**config.mk**
```make
export PLATFORM = sky130hd
export DESIGN_NAME = lpdc_delay
export DESIGN_NICKNAME = d
export VERILOG_FILES = /design/src/sv/lpdc_pkg.sv /design/src/sv/lpdc_delay.sv
export SDC_FILE = /design/constraint.sdc
export NUM_CORES = 1
export LEC_CHECK = 0
export BUFFER_PORTS_ARGS = -buffer_cell sky130_fd_sc_hd__clkbuf_2
export CAP_MARGIN = 25
export CORE_ASPECT_RATIO = 0.75
export CORE_MARGIN = 2
export CORE_UTILIZATION = 43
export DETAILED_ROUTE_END_ITERATION = 16
export GPL_ROUTABILITY_DRIVEN = 0
export SKIP_LAST_GASP = 1
export SLEW_MARGIN = 40
export SYNTH_ARGS = -nofsm -noshare
export SYNTH_HDL_FRONTEND = slang
export SYNTH_SLANG_ARGS = --single-unit
```
**constraint.sdc**
```tcl
create_clock -name clk -period 0.8 [get_ports clk]
set_input_delay 0.12 -clock clk [delete_from_list [all_inputs] [get_ports clk]]
set_output_delay 0.12 -clock clk [all_outputs]
set_load 0.01 [all_outputs]
```
**src/sv/lpdc_pkg.sv**
```systemverilog
`timescale 1ns / 1ps

package lpdc_pkg;

    // sample format, fixed by the word layout
    localparam int SAMPLE_WIDTH = 16;
    localparam int RES_WIDTH    = SAMPLE_WIDTH + 1;
    localparam int NUM_CELLS    = 4;

    typedef logic signed [SAMPLE_WIDTH-1:0] sample_t;

    // input word
    typedef struct packed {
        logic signed [SAMPLE_WIDTH-1:0] sample;
        logic                           block_end;
    } lpdc_smp_t;

    // result word
    typedef struct packed {
        logic signed [RES_WIDTH-1:0] filtered;
        logic                        block_end_out;
    } lpdc_res_t;

    // side data riding along the cell chain
    typedef struct packed {
        logic signed [SAMPLE_WIDTH-1:0] dly;
        logic                           flag;
    } lpdc_aux_t;

    function automatic logic lpdc_is_pow2(input int n);
        return (n & (n - 1)) == 0;
    endfunction

endpackage

```
**src/sv/lpdc_delay.sv**
```systemverilog
`timescale 1ns / 1ps

// Shift line of DEPTH samples, advances on shift; dout is the oldest entry.
module lpdc_delay import lpdc_pkg::*;
#(
    parameter int DEPTH = 31
)
(
    input  logic    clk,
    input  logic    rst_n,
    input  logic    shift,
    input  sample_t din,
    output sample_t dout
);

    sample_t line_reg [DEPTH];

    assign dout = line_reg[DEPTH-1];

    always_ff @(posedge clk or negedge rst_n)
    begin
        if (!rst_n)
        begin
            for (int i = 0; i < DEPTH; i++)
            begin
                line_reg[i] <= '0;
            end
        end
        else if (shift)
        begin
            line_reg[0] <= din;
            for (int i = 1; i < DEPTH; i++)
            begin
                line_reg[i] <= line_reg[i-1];
            end
        end
    end

endmodule

```
==> metrics <==
largest net degree at the start of global routing 63; Tmin final 1.26 ns; leakage power 9.95 nW; HPWL Detailed around 17000 um; Initial Utilization 43.4%; CP bufs+invs 1; DR vias around 8600; total gr overflow 0; CTS Buf Count 48; H-tree depth 2; max reg flops 480; Mapped Nets 1082; # nets final 1197; RSZ-0062 raised after global routing true; Crit Path Max Fanout 2; Clk Latency, worst-skew pair 0.57 ns; fraction of layout cells with a size suffix above 1 56.3%; first-pass GRT wire length 46200 um; Startpoint Class flip-flop; DR vias/cell 4.78; total core area 0.0431 mm^2; hold_ws -0.0282 ns; outcome finished with violations; Root Driver clkbuf_16; Synth area leaders dfrtp_1 66%, mux2_2 30%, buf_6 3.0%; CP top delay family flip-flops; Seq/Total Area, Yosys 66.4%; reg2reg start dout[15]; FF/Latch Area approximately 0.012 mm^2; die area 0.0452 mm^2; RR Endpoint dout[15]; TritonRoute pass-1 iters 4; fill count 3613; Residual DRC 0; Mean Syn Cell Area 17.6 um^2; Final Worst Setup Slack -0.460 ns; count of final setup violators 21; post-route ant nets 0; critical path's largest stage delay between 0.4 and 0.5 ns; Final Hold Vio Count 12; max capacitance violation total 0; share of the synthesized area in the top cell type 66.4%; pre-CTS WS -0.327 ns; worst-case clock buffer depth 3; Ports 35; synth unique cells 5; failing checks hold timing, setup timing; # rows 66; Layout area overhead 16.7%; Worst Path Arrival 1.14 ns; Worst VDD drop 2250 uV; Die X 245 um; slew margin rel. 77.5%; CTS tree built; Cells after Synth 1063; FF+latch count, synth 496; clk_skew about 0.016 ns; Reg2Reg Setup Slack -0.10 ns; instance count on the critical path 1; Power Density 3390 mW/mm^2; Slew Limit Fails 0; Multi-input gate area between 0.005 and 0.006 mm^2; hold buffer count at cts 17; wirelength, routed 26100 um; Worst-path clk slew 0.06 ns; cell area after synthesis 0.0187 mm^2; CP Cell Sequence clkbuf_2; Syn. warnings 0; Critical Path Sink Type output port; # port buffers 34; Tot GR Track Use roughly 12%; fmax 794 MHz; wire per inst between 10 and 15 um; Die H between 150 and 200 um; initial antenna violation count 0; Worst Tran Pin Value 0.338 ns; WP data required roughly 0.68 ns; DR iter-0 viols 281; number of global-route vias before repair 9207; Slowest-stage cell, CP dfrtp_1; Worst R2R Path Depth 2; Ant. Diodes 0; Tcrit/Tclk final 158%; Hold Path Class input port to async pin; Yosys top cell by area dfrtp_1; Setup CP Type flip-flop to output port; Num Clock Sinks 496
logic make-up after synthesis:
logic type             synth area share, %
buffers and inverters                 3.79
DFF                                   66.4
muxes                                 29.9
cell usage in the layout, fill, tap and decap left out, drive strengths merged:
master,Yosys,final
dfrtp,496,496
mux2,496,496
clkbuf,0,103
buf,71,95
dlygate4sd3,0,17
inv,0,2
clkinv,0,2
clkinvlp,0,1
cells in the mapped netlist:
cell / n
mux2_2: 496
buf_4: 16
buf_2: 5
buf_6: 50
dfrtp_1: 496
where the power goes:
group          internal (mW)  switching, mW  total, mW
sequential              35.1           4.87       40.0
clock                   12.5           9.17       21.7
combinational           8.75           3.54       12.3
worst max-delay path by stage:
stage	from	end	slack [ns]
6_report	dout[7]	dout[7]	-0.46
4_1_cts	dout[7]	dout[7]	-0.49
2_1_floorplan	shift	line_reg[110]	-0.15
3_5_place_dp	shift	line_reg[89]	-0.33
5_1_grt	dout[7]	dout[7]	-0.52
3_3_place_gp	shift	line_reg[335]	-0.31
repair_timing:
item / in CTS / in global routing
setup buffers: 2 / 0
endpoints found under the hold margin: 521 / 16
resized for setup: 7 / 27
setup endpoints to repair: 19 / 26
final cells by class:
class / instances / share of cell area [%]
Sequential cell: 496 / 56.9
Multi-Input combinational cell: 496 / 25.9
Timing Repair Buffer: 136 / 6.90
Clock inverter: 5 / 0.264
Tap cell: 578 / 3.31
Clock buffer: 79 / 6.73
layer usage:
layer	GRT usage [%]	wire length (um)	up-vias
met5	0	0	-
met4	3.73	536	0
met3	2.82	975	49
met2	18.0	11300	77
met1	18.2	13300	4444
li1	-	-	3990
per-stage QoR:
step           std cells  cell area (um^2)  total power [mW]  utilization (%)  TNS (ns)
5_1_grt             1790             21800              78.6             50.6     -7.88
4_1_cts             1790             21800              75.1             50.5     -7.51
2_1_floorplan       1063             18800              48.9                -    -70.74
6_report            1790             21800              74.0             50.6     -6.92
3_3_place_gp        1687             20000              51.9             46.4   -128.37
3_5_place_dp        1687             20000              52.8             46.4   -135.24
Note: power is estimated with default switching activity, not from simulation.
