## src/sv/lpdc_pkg.sv

```systemverilog
`timescale 1ns / 1ps

package lpdc_pkg;

    // sample format, fixed by the word layout
    localparam int SAMPLE_WIDTH = 16;
    localparam int RES_WIDTH    = SAMPLE_WIDTH + 1;
    localparam int NUM_CELLS    = 4;

    typedef logic signed [SAMPLE_WIDTH-1:0] sample_t;

    // input word
    typedef struct packed {
        logic signed [SAMPLE_WIDTH-1:0] sample;
        logic                           block_end;
    } lpdc_smp_t;

    // result word
    typedef struct packed {
        logic signed [RES_WIDTH-1:0] filtered;
        logic                        block_end_out;
    } lpdc_res_t;

    // side data riding along the cell chain
    typedef struct packed {
        logic signed [SAMPLE_WIDTH-1:0] dly;
        logic                           flag;
    } lpdc_aux_t;

    function automatic logic lpdc_is_pow2(input int n);
        return (n & (n - 1)) == 0;
    endfunction

endpackage

```

## src/sv/lpdc_delay.sv

```systemverilog
`timescale 1ns / 1ps

// Shift line of DEPTH samples, advances on shift; dout is the oldest entry.
module lpdc_delay import lpdc_pkg::*;
#(
    parameter int DEPTH = 31
)
(
    input  logic    clk,
    input  logic    rst_n,
    input  logic    shift,
    input  sample_t din,
    output sample_t dout
);

    sample_t line_reg [DEPTH];

    assign dout = line_reg[DEPTH-1];

    always_ff @(posedge clk or negedge rst_n)
    begin
        if (!rst_n)
        begin
            for (int i = 0; i < DEPTH; i++)
            begin
                line_reg[i] <= '0;
            end
        end
        else if (shift)
        begin
            line_reg[0] <= din;
            for (int i = 1; i < DEPTH; i++)
            begin
                line_reg[i] <= line_reg[i-1];
            end
        end
    end

endmodule

```

## src/sv/lpdc_div.sv

```systemverilog
`timescale 1ns / 1ps

// floor(sum / LENGTH). Power of two: arithmetic shift, no stage.
// Otherwise: bias to non-negative, multiply by reciprocal, two stages.
module lpdc_div import lpdc_pkg::*;
#(
    parameter int LENGTH = 32
)
(
    input  logic                                          clk,
    input  logic                                          rst_n,
    input  logic                                          up_valid,
    output logic                                          up_stall,
    input  logic signed [SAMPLE_WIDTH+$clog2(LENGTH)-1:0] up_sum,
    input  lpdc_aux_t                                     up_aux,
    output logic                                          dn_valid,
    input  logic                                          dn_stall,
    output sample_t                                       dn_q,
    output lpdc_aux_t                                     dn_aux
);

    localparam int CL        = $clog2(LENGTH);
    localparam int SUM_WIDTH = SAMPLE_WIDTH + CL;

    if (lpdc_is_pow2(LENGTH))
    begin : g_shift
        assign dn_valid = up_valid;
        assign up_stall = dn_stall;
        assign dn_q     = sample_t'(up_sum >>> CL);
        assign dn_aux   = up_aux;
    end
    else
    begin : g_recip
        // exact for biased sums below 2^SUM_WIDTH since 2^CL >= LENGTH
        localparam int SHIFT      = SUM_WIDTH + CL;
        localparam int MW         = SUM_WIDTH + 1;
        localparam int PW         = SUM_WIDTH + MW;
        localparam longint unsigned RECIP_L =
            ((64'd1 << SHIFT) + 64'(LENGTH) - 64'd1) / 64'(LENGTH);
        localparam logic [MW-1:0] RECIP = MW'(RECIP_L);
        localparam logic [SUM_WIDTH-1:0] BIAS =
            SUM_WIDTH'(LENGTH) << (SAMPLE_WIDTH - 1);

        logic                 s1_vld_reg;
        logic                 s2_vld_reg;
        logic                 s1_stall;
        logic                 s2_stall;
        logic [SUM_WIDTH-1:0] u_reg;
        logic [SUM_WIDTH-1:0] u_next;
        logic [PW-1:0]        prod_reg;
        logic [PW-1:0]        prod_next;
        lpdc_aux_t            aux1_reg;
        lpdc_aux_t            aux2_reg;

        assign s2_stall  = s2_vld_reg && dn_stall;
        assign s1_stall  = s1_vld_reg && s2_stall;
        assign up_stall  = s1_stall;

        assign u_next    = SUM_WIDTH'(unsigned'(up_sum)) + BIAS;
        assign prod_next = PW'(u_reg) * PW'(RECIP);

        always_ff @(posedge clk or negedge rst_n)
        begin
            if (!rst_n)
            begin
                s1_vld_reg <= 1'b0;
                s2_vld_reg <= 1'b0;
            end
            else
            begin
                if (!s1_stall)
                begin
                    s1_vld_reg <= up_valid;
                end
                if (!s2_stall)
                begin
                    s2_vld_reg <= s1_vld_reg;
                end
            end
        end

        always_ff @(posedge clk)
        begin
            if (up_valid && !s1_stall)
            begin
                u_reg    <= u_next;
                aux1_reg <= up_aux;
            end
            if (s1_vld_reg && !s2_stall)
            begin
                prod_reg <= prod_next;
                aux2_reg <= aux1_reg;
            end
        end

        // quotient of the biased sum; flipping the top bit removes the bias
        assign dn_valid = s2_vld_reg;
        assign dn_q     = {~prod_reg[SHIFT+SAMPLE_WIDTH-1],
                           prod_reg[SHIFT+SAMPLE_WIDTH-2 -: SAMPLE_WIDTH-1]};
        assign dn_aux   = aux2_reg;
    end

endmodule

```

## src/sv/lpdc_cell.sv

```systemverilog
`timescale 1ns / 1ps

// One moving-average cell: history line, running sum, divide by LENGTH.
module lpdc_cell import lpdc_pkg::*;
#(
    parameter int LENGTH = 32
)
(
    input  logic      clk,
    input  logic      rst_n,
    input  logic      up_valid,
    output logic      up_stall,
    input  sample_t   up_x,
    input  lpdc_aux_t up_aux,
    output logic      dn_valid,
    input  logic      dn_stall,
    output sample_t   dn_x,
    output lpdc_aux_t dn_aux,
    output logic      take,
    output sample_t   tap
);

    localparam int SUM_WIDTH = SAMPLE_WIDTH + $clog2(LENGTH);

    logic                        vld_reg;
    logic                        div_stall;
    logic signed [SUM_WIDTH-1:0] sum_reg;
    logic signed [SUM_WIDTH-1:0] sum_next;
    sample_t                     oldest_reg;
    lpdc_aux_t                   aux_reg;

    assign up_stall = vld_reg && div_stall;
    assign take     = up_valid && !up_stall;

    // tap is the sample LENGTH-1 words back; oldest_reg the one LENGTH back
    lpdc_delay #(
        .DEPTH (LENGTH - 1)
    ) u_hist (
        .clk   (clk),
        .rst_n (rst_n),
        .shift (take),
        .din   (up_x),
        .dout  (tap)
    );

    assign sum_next = sum_reg + SUM_WIDTH'(up_x) - SUM_WIDTH'(oldest_reg);

    always_ff @(posedge clk or negedge rst_n)
    begin
        if (!rst_n)
        begin
            vld_reg    <= 1'b0;
            sum_reg    <= '0;
            oldest_reg <= '0;
        end
        else
        begin
            if (!up_stall)
            begin
                vld_reg <= up_valid;
            end
            if (take)
            begin
                sum_reg    <= sum_next;
                oldest_reg <= tap;
            end
        end
    end

    always_ff @(posedge clk)
    begin
        if (take)
        begin
            aux_reg <= up_aux;
        end
    end

    lpdc_div #(
        .LENGTH (LENGTH)
    ) u_div (
        .clk      (clk),
        .rst_n    (rst_n),
        .up_valid (vld_reg),
        .up_stall (div_stall),
        .up_sum   (sum_reg),
        .up_aux   (aux_reg),
        .dn_valid (dn_valid),
        .dn_stall (dn_stall),
        .dn_q     (dn_x),
        .dn_aux   (dn_aux)
    );

endmodule

```

## config.mk

```make
export PLATFORM = sky130hd
export DESIGN_NAME = lpdc_cell
export DESIGN_NICKNAME = d
export VERILOG_FILES = /design/src/sv/lpdc_pkg.sv /design/src/sv/lpdc_delay.sv /design/src/sv/lpdc_div.sv /design/src/sv/lpdc_cell.sv
export SDC_FILE = /design/constraint.sdc
export NUM_CORES = 1
export LEC_CHECK = 0
export BUFFER_PORTS_ARGS = -buffer_cell sky130_fd_sc_hd__buf_2
export CAP_MARGIN = 20
export CORE_ASPECT_RATIO = 0.6
export CORE_MARGIN = 3
export CORE_UTILIZATION = 60
export CTS_CLUSTER_SIZE = 30
export DETAILED_ROUTE_END_ITERATION = 16
export PLACE_DENSITY = 0.82
export SYNTH_ARGS = -nofsm -noshare
export SYNTH_HDL_FRONTEND = slang
export SYNTH_HIERARCHICAL = 1
export SYNTH_SLANG_ARGS = --single-unit
```

## constraint.sdc

```tcl
create_clock -name clk -period 8.1 [get_ports clk]
set_input_delay 0.405 -clock clk [delete_from_list [all_inputs] [get_ports clk]]
set_output_delay 0.405 -clock clk [all_outputs]
set_load 0.01 [all_outputs]
```

==> summary.md <==
| Metric | Value |
|---|---|
| CP Capture Type | flop |
| Comb power frac | between 20% and 30% |
| Post-synth EDFFs | 17 |
| Net Sw Frac | ~28% |
| DP Wirelength | approximately 22,000 µm |
| Max_cap viols | 0 |
| Multi-input gate area | approximately 7400 µm² |
| Worst-Skew Late Latency | 0.56 ns |
| #FFs+latches synth | 551 |
| Final Cell Area | about 25,000 µm² |
| GR Layer Usage met3 | 3.20% |
| F_max | about 320 MHz |
| Final wirelength | between 30,000 and 40,000 µm |
| CTS HTree Levels | 2 |
| Worst-path clk slew | ~0.070 ns |
| Die Span X | ~260 µm |
| Via Count | between 10,000 and 15,000 |
| Initial antenna violation count | 0 |
| Starting Density | between 60 and 70% |
| Cell Count, Final, Fillers Out | between 2,000 and 2,500 |
| Die Ht | ~160 µm |
| Layout cells sized above 1 | between 40 and 50% |
| Finish-stage setup viols | 0 |
| Mapped Avg Cell Area | ~15 µm² |
| Synth top area share | approximately 59% |
| Row Count | 54 |
| Critical path launch point type | flop |
| Worst EP arrival | about 3.5 ns |
| YS warnings | 6 |
| Final hold vios | 0 |
| Ys async rst share | between 90% and 100% |
| Slew HR | between 30% and 40% |
| TritonCTS clock tree | built |
| ANT cells | 0 |
| CTS root buf | clkbuf_16 |
| Avg WL per Cell | about 17 µm |
| Fin. max-slew vios | 0 |
| Number of buffers created by CTS | 47 |
| Largest area contributor in the synthesized netlist | dfrtp_1 |
| Die area | about 40,000 µm² |
| CTS max path bufs | 3 |
| Worst hold path type | in2reg |
| Worst Max-Slew Pin Slew | 1.04 ns |
| Global Route Usage Sum | between 10% and 20% |
| Largest net degree at the start of global routing | approximately 210 |
| Core area | between 30,000 and 40,000 µm² |
| Vias in the first global route | roughly 12,000 |
| Leakage | 11.8 nW |
| Synth area leaders | dfrtp_1 59%, mux2_2 25%, buf_6 2.5%, edfxtp_1 2.3%, fa_1 1.8% |
| Skew final | around 0.015 ns |
| Net count reported at finish | 1,617 |
| Dominant synthesized flop cell | dfrtp_1 |
| Placed Cells | 1,976 |
| Sink Count | around 550 |
| Vias per cell | approximately 5.3 |
| Syn-to-layout area delta | 8.55% |
| Number of remaining DRC errors | 0 |
| Met1 Use GR | between 20% and 30% |
| Synthesized cell area | around 23,000 µm² |
| Global-route wire length before repair | 59,300 µm |
| Net Sw Power | about 2.3 mW |
| Crit Path Category | reg2reg |
| Busiest grt layer | met2 |
| Grt ovf | 0 |
| Fin crit period | 3.08 ns |
| Status | complete, no violations |
| Post-Syn Nets | 1,572 |
| Clock share of power | about 28% |
| M2 GR Usage | approximately 28% |
| Seq pwr share | 48.9% |
| Max FO, Critical Path | 208 |
| DP Area | approximately 23,000 µm² |
| Peak supply drop | 0.000197 V |
| Most frequent cells in the layout | 534 x dfrtp_1, 496 x mux2_2, 87 x buf_2 |
| Post-route ant nets | 0 |
| IO Port Bufs | between 80 and 90 |
| Commonest non-fill, non-tap cell in the layout | dfrtp_1 |
| Pre-antenna DRT Iters | 5 |
| Worst Path Required | roughly 8.5 ns |
| Max reg flops | 480 |
| I/O pin count | between 80 and 90 |
| RSZ-0062 raised after global routing | no |
| Initial DRC count | about 630 |
| Flip-flop and latch area | 13,900 µm² |
| Tot Pwr | 8.30 mW |
| Cells after Synth | between 1,000 and 1,500 |
| Cell area power density | roughly 340 nW/µm² |
| GPL Wtd Cong | between 0.8 and 0.9 |
| Yosys cell types | 47 |
| # fillers | 2,546 |
| Fin crit share | a little under two fifths |
| Internal Pwr Total | around 6.0 mW |
| Setup TNS | 0 ns |
| Register area share after synthesis | around three fifths |
| Resized cells post-CTS | 0 |
## synth_stat cells (3+ instances only)
| library cell | count |
|---|---|
| dfrtp_1 | 534 |
| mux2_2 | 496 |
| nand2_1 | 81 |
| inv_1 | 79 |
| buf_4 | 51 |
| buf_6 | 50 |
| ha_1 | 22 |
| fa_1 | 20 |
| o21ai_0 | 20 |
| edfxtp_1 | 17 |
| a21oi_1 | 15 |
| o21ai_1 | 11 |
| xnor2_1 | 11 |
| buf_2 | 8 |
| nor2_1 | 8 |
| clkbuf_1 | 7 |
| nand3_1 | 7 |
| xor2_1 | 6 |
| a211oi_1 | 5 |
| nand2b_1 | 4 |
| nand4_1 | 4 |
| nor2b_1 | 4 |
| a21o_1 | 3 |
| a31oi_1 | 3 |
## repair_timing
| item | 4_1_cts | 5_1_grt |
|---|---|---|
| hold buffers | 17 | 0 |
| setup endpoints to repair | 0 | 0 |
| endpoints found under the hold margin | 118 | 0 |
| buffers inserted | 0 | 0 |
## routing by layer
metal / routed length [µm] / share of wire (%)
met1: 17100 / 48
met2: 16000 / 45
met3: 1580 / 4.5
met4: 590 / 1.7
met5: 0 / 0
## power by group through the flow
| stage | Sequential, mW | Clock, mW | Combinational [mW] |
|---|---|---|---|
| after global routing | 4.16 | 2.47 | 2.18 |
| final | 4.05 | 2.28 | 1.96 |
| after detailed placement | 4.10 | 0 | 1.95 |
| after CTS | 4.06 | 2.35 | 1.98 |
| after floorplan | 3.92 | 0 | 1.66 |
| after global placement | 4.04 | 0 | 1.87 |
## through the flow
step,utilization [%],setup slack (ns),hold slack [ns]
2_1_floorplan,-,5.40,0.109
3_3_place_gp,62.0,5.04,0.465
3_5_place_dp,62.0,4.99,0.471
4_1_cts,66.7,5.09,0.000674
5_1_grt,66.7,4.83,0.00333
6_report,66.7,5.02,0.0271
## final cells by class
type	instances	area share, %
inverters	79	1.24
flip-flops and latches	551	56.6
clock buffers	71	5.58
repair buffers	113	2.98
multi-input cells	746	30.2
well taps	504	2.57
clock inverters	13	0.847
## critical path: stages, from the launching register on
cell and delay [ns]:
dfrtp_1 0.37, nand2_1 0.11, nand2_2 0.06, buf_4 0.29, inv_8 0.67, buf_12 0.81, mux2_2 0.43
## final timing paths
kind	startpoint	to	slack (ns)	depth (start not counted)
worst max-delay path	vld_reg$_DFFE_PN0N_	u_hist/line_reg[225]$_DFFE_PN0P_	5.02	6
worst min-delay path	up_aux[8]	aux_reg[8]$_DFFE_PP_	0.03	1
worst max register to register	vld_reg$_DFFE_PN0N_	u_hist/line_reg[225]$_DFFE_PN0P_	5.02	6
worst min register to register	sum_reg[3]$_DFFE_PN0P_	sum_reg[3]$_DFFE_PN0P_	0.49	2
max in group asynchronous	rst_n	u_hist/line_reg[219]$_DFFE_PN0P_	5.65	4
min in group asynchronous	rst_n	oldest_reg[8]$_DFFE_PN0P_	0.47	2
## kinds of logic after synthesis
| logic type | synth area share (%) |
|---|---|
| AO/OA/AOI/OAI | 2.11 |
| XOR/XNOR | 0.659 |
| adder cells (fa/ha/maj) | 2.99 |
| buffers and inverters | 5.81 |
| flip-flops | 61.4 |
| multiplexers | 24.8 |
| AND/OR/NAND/NOR | 2.24 |
(Power assumes the default switching activity.)
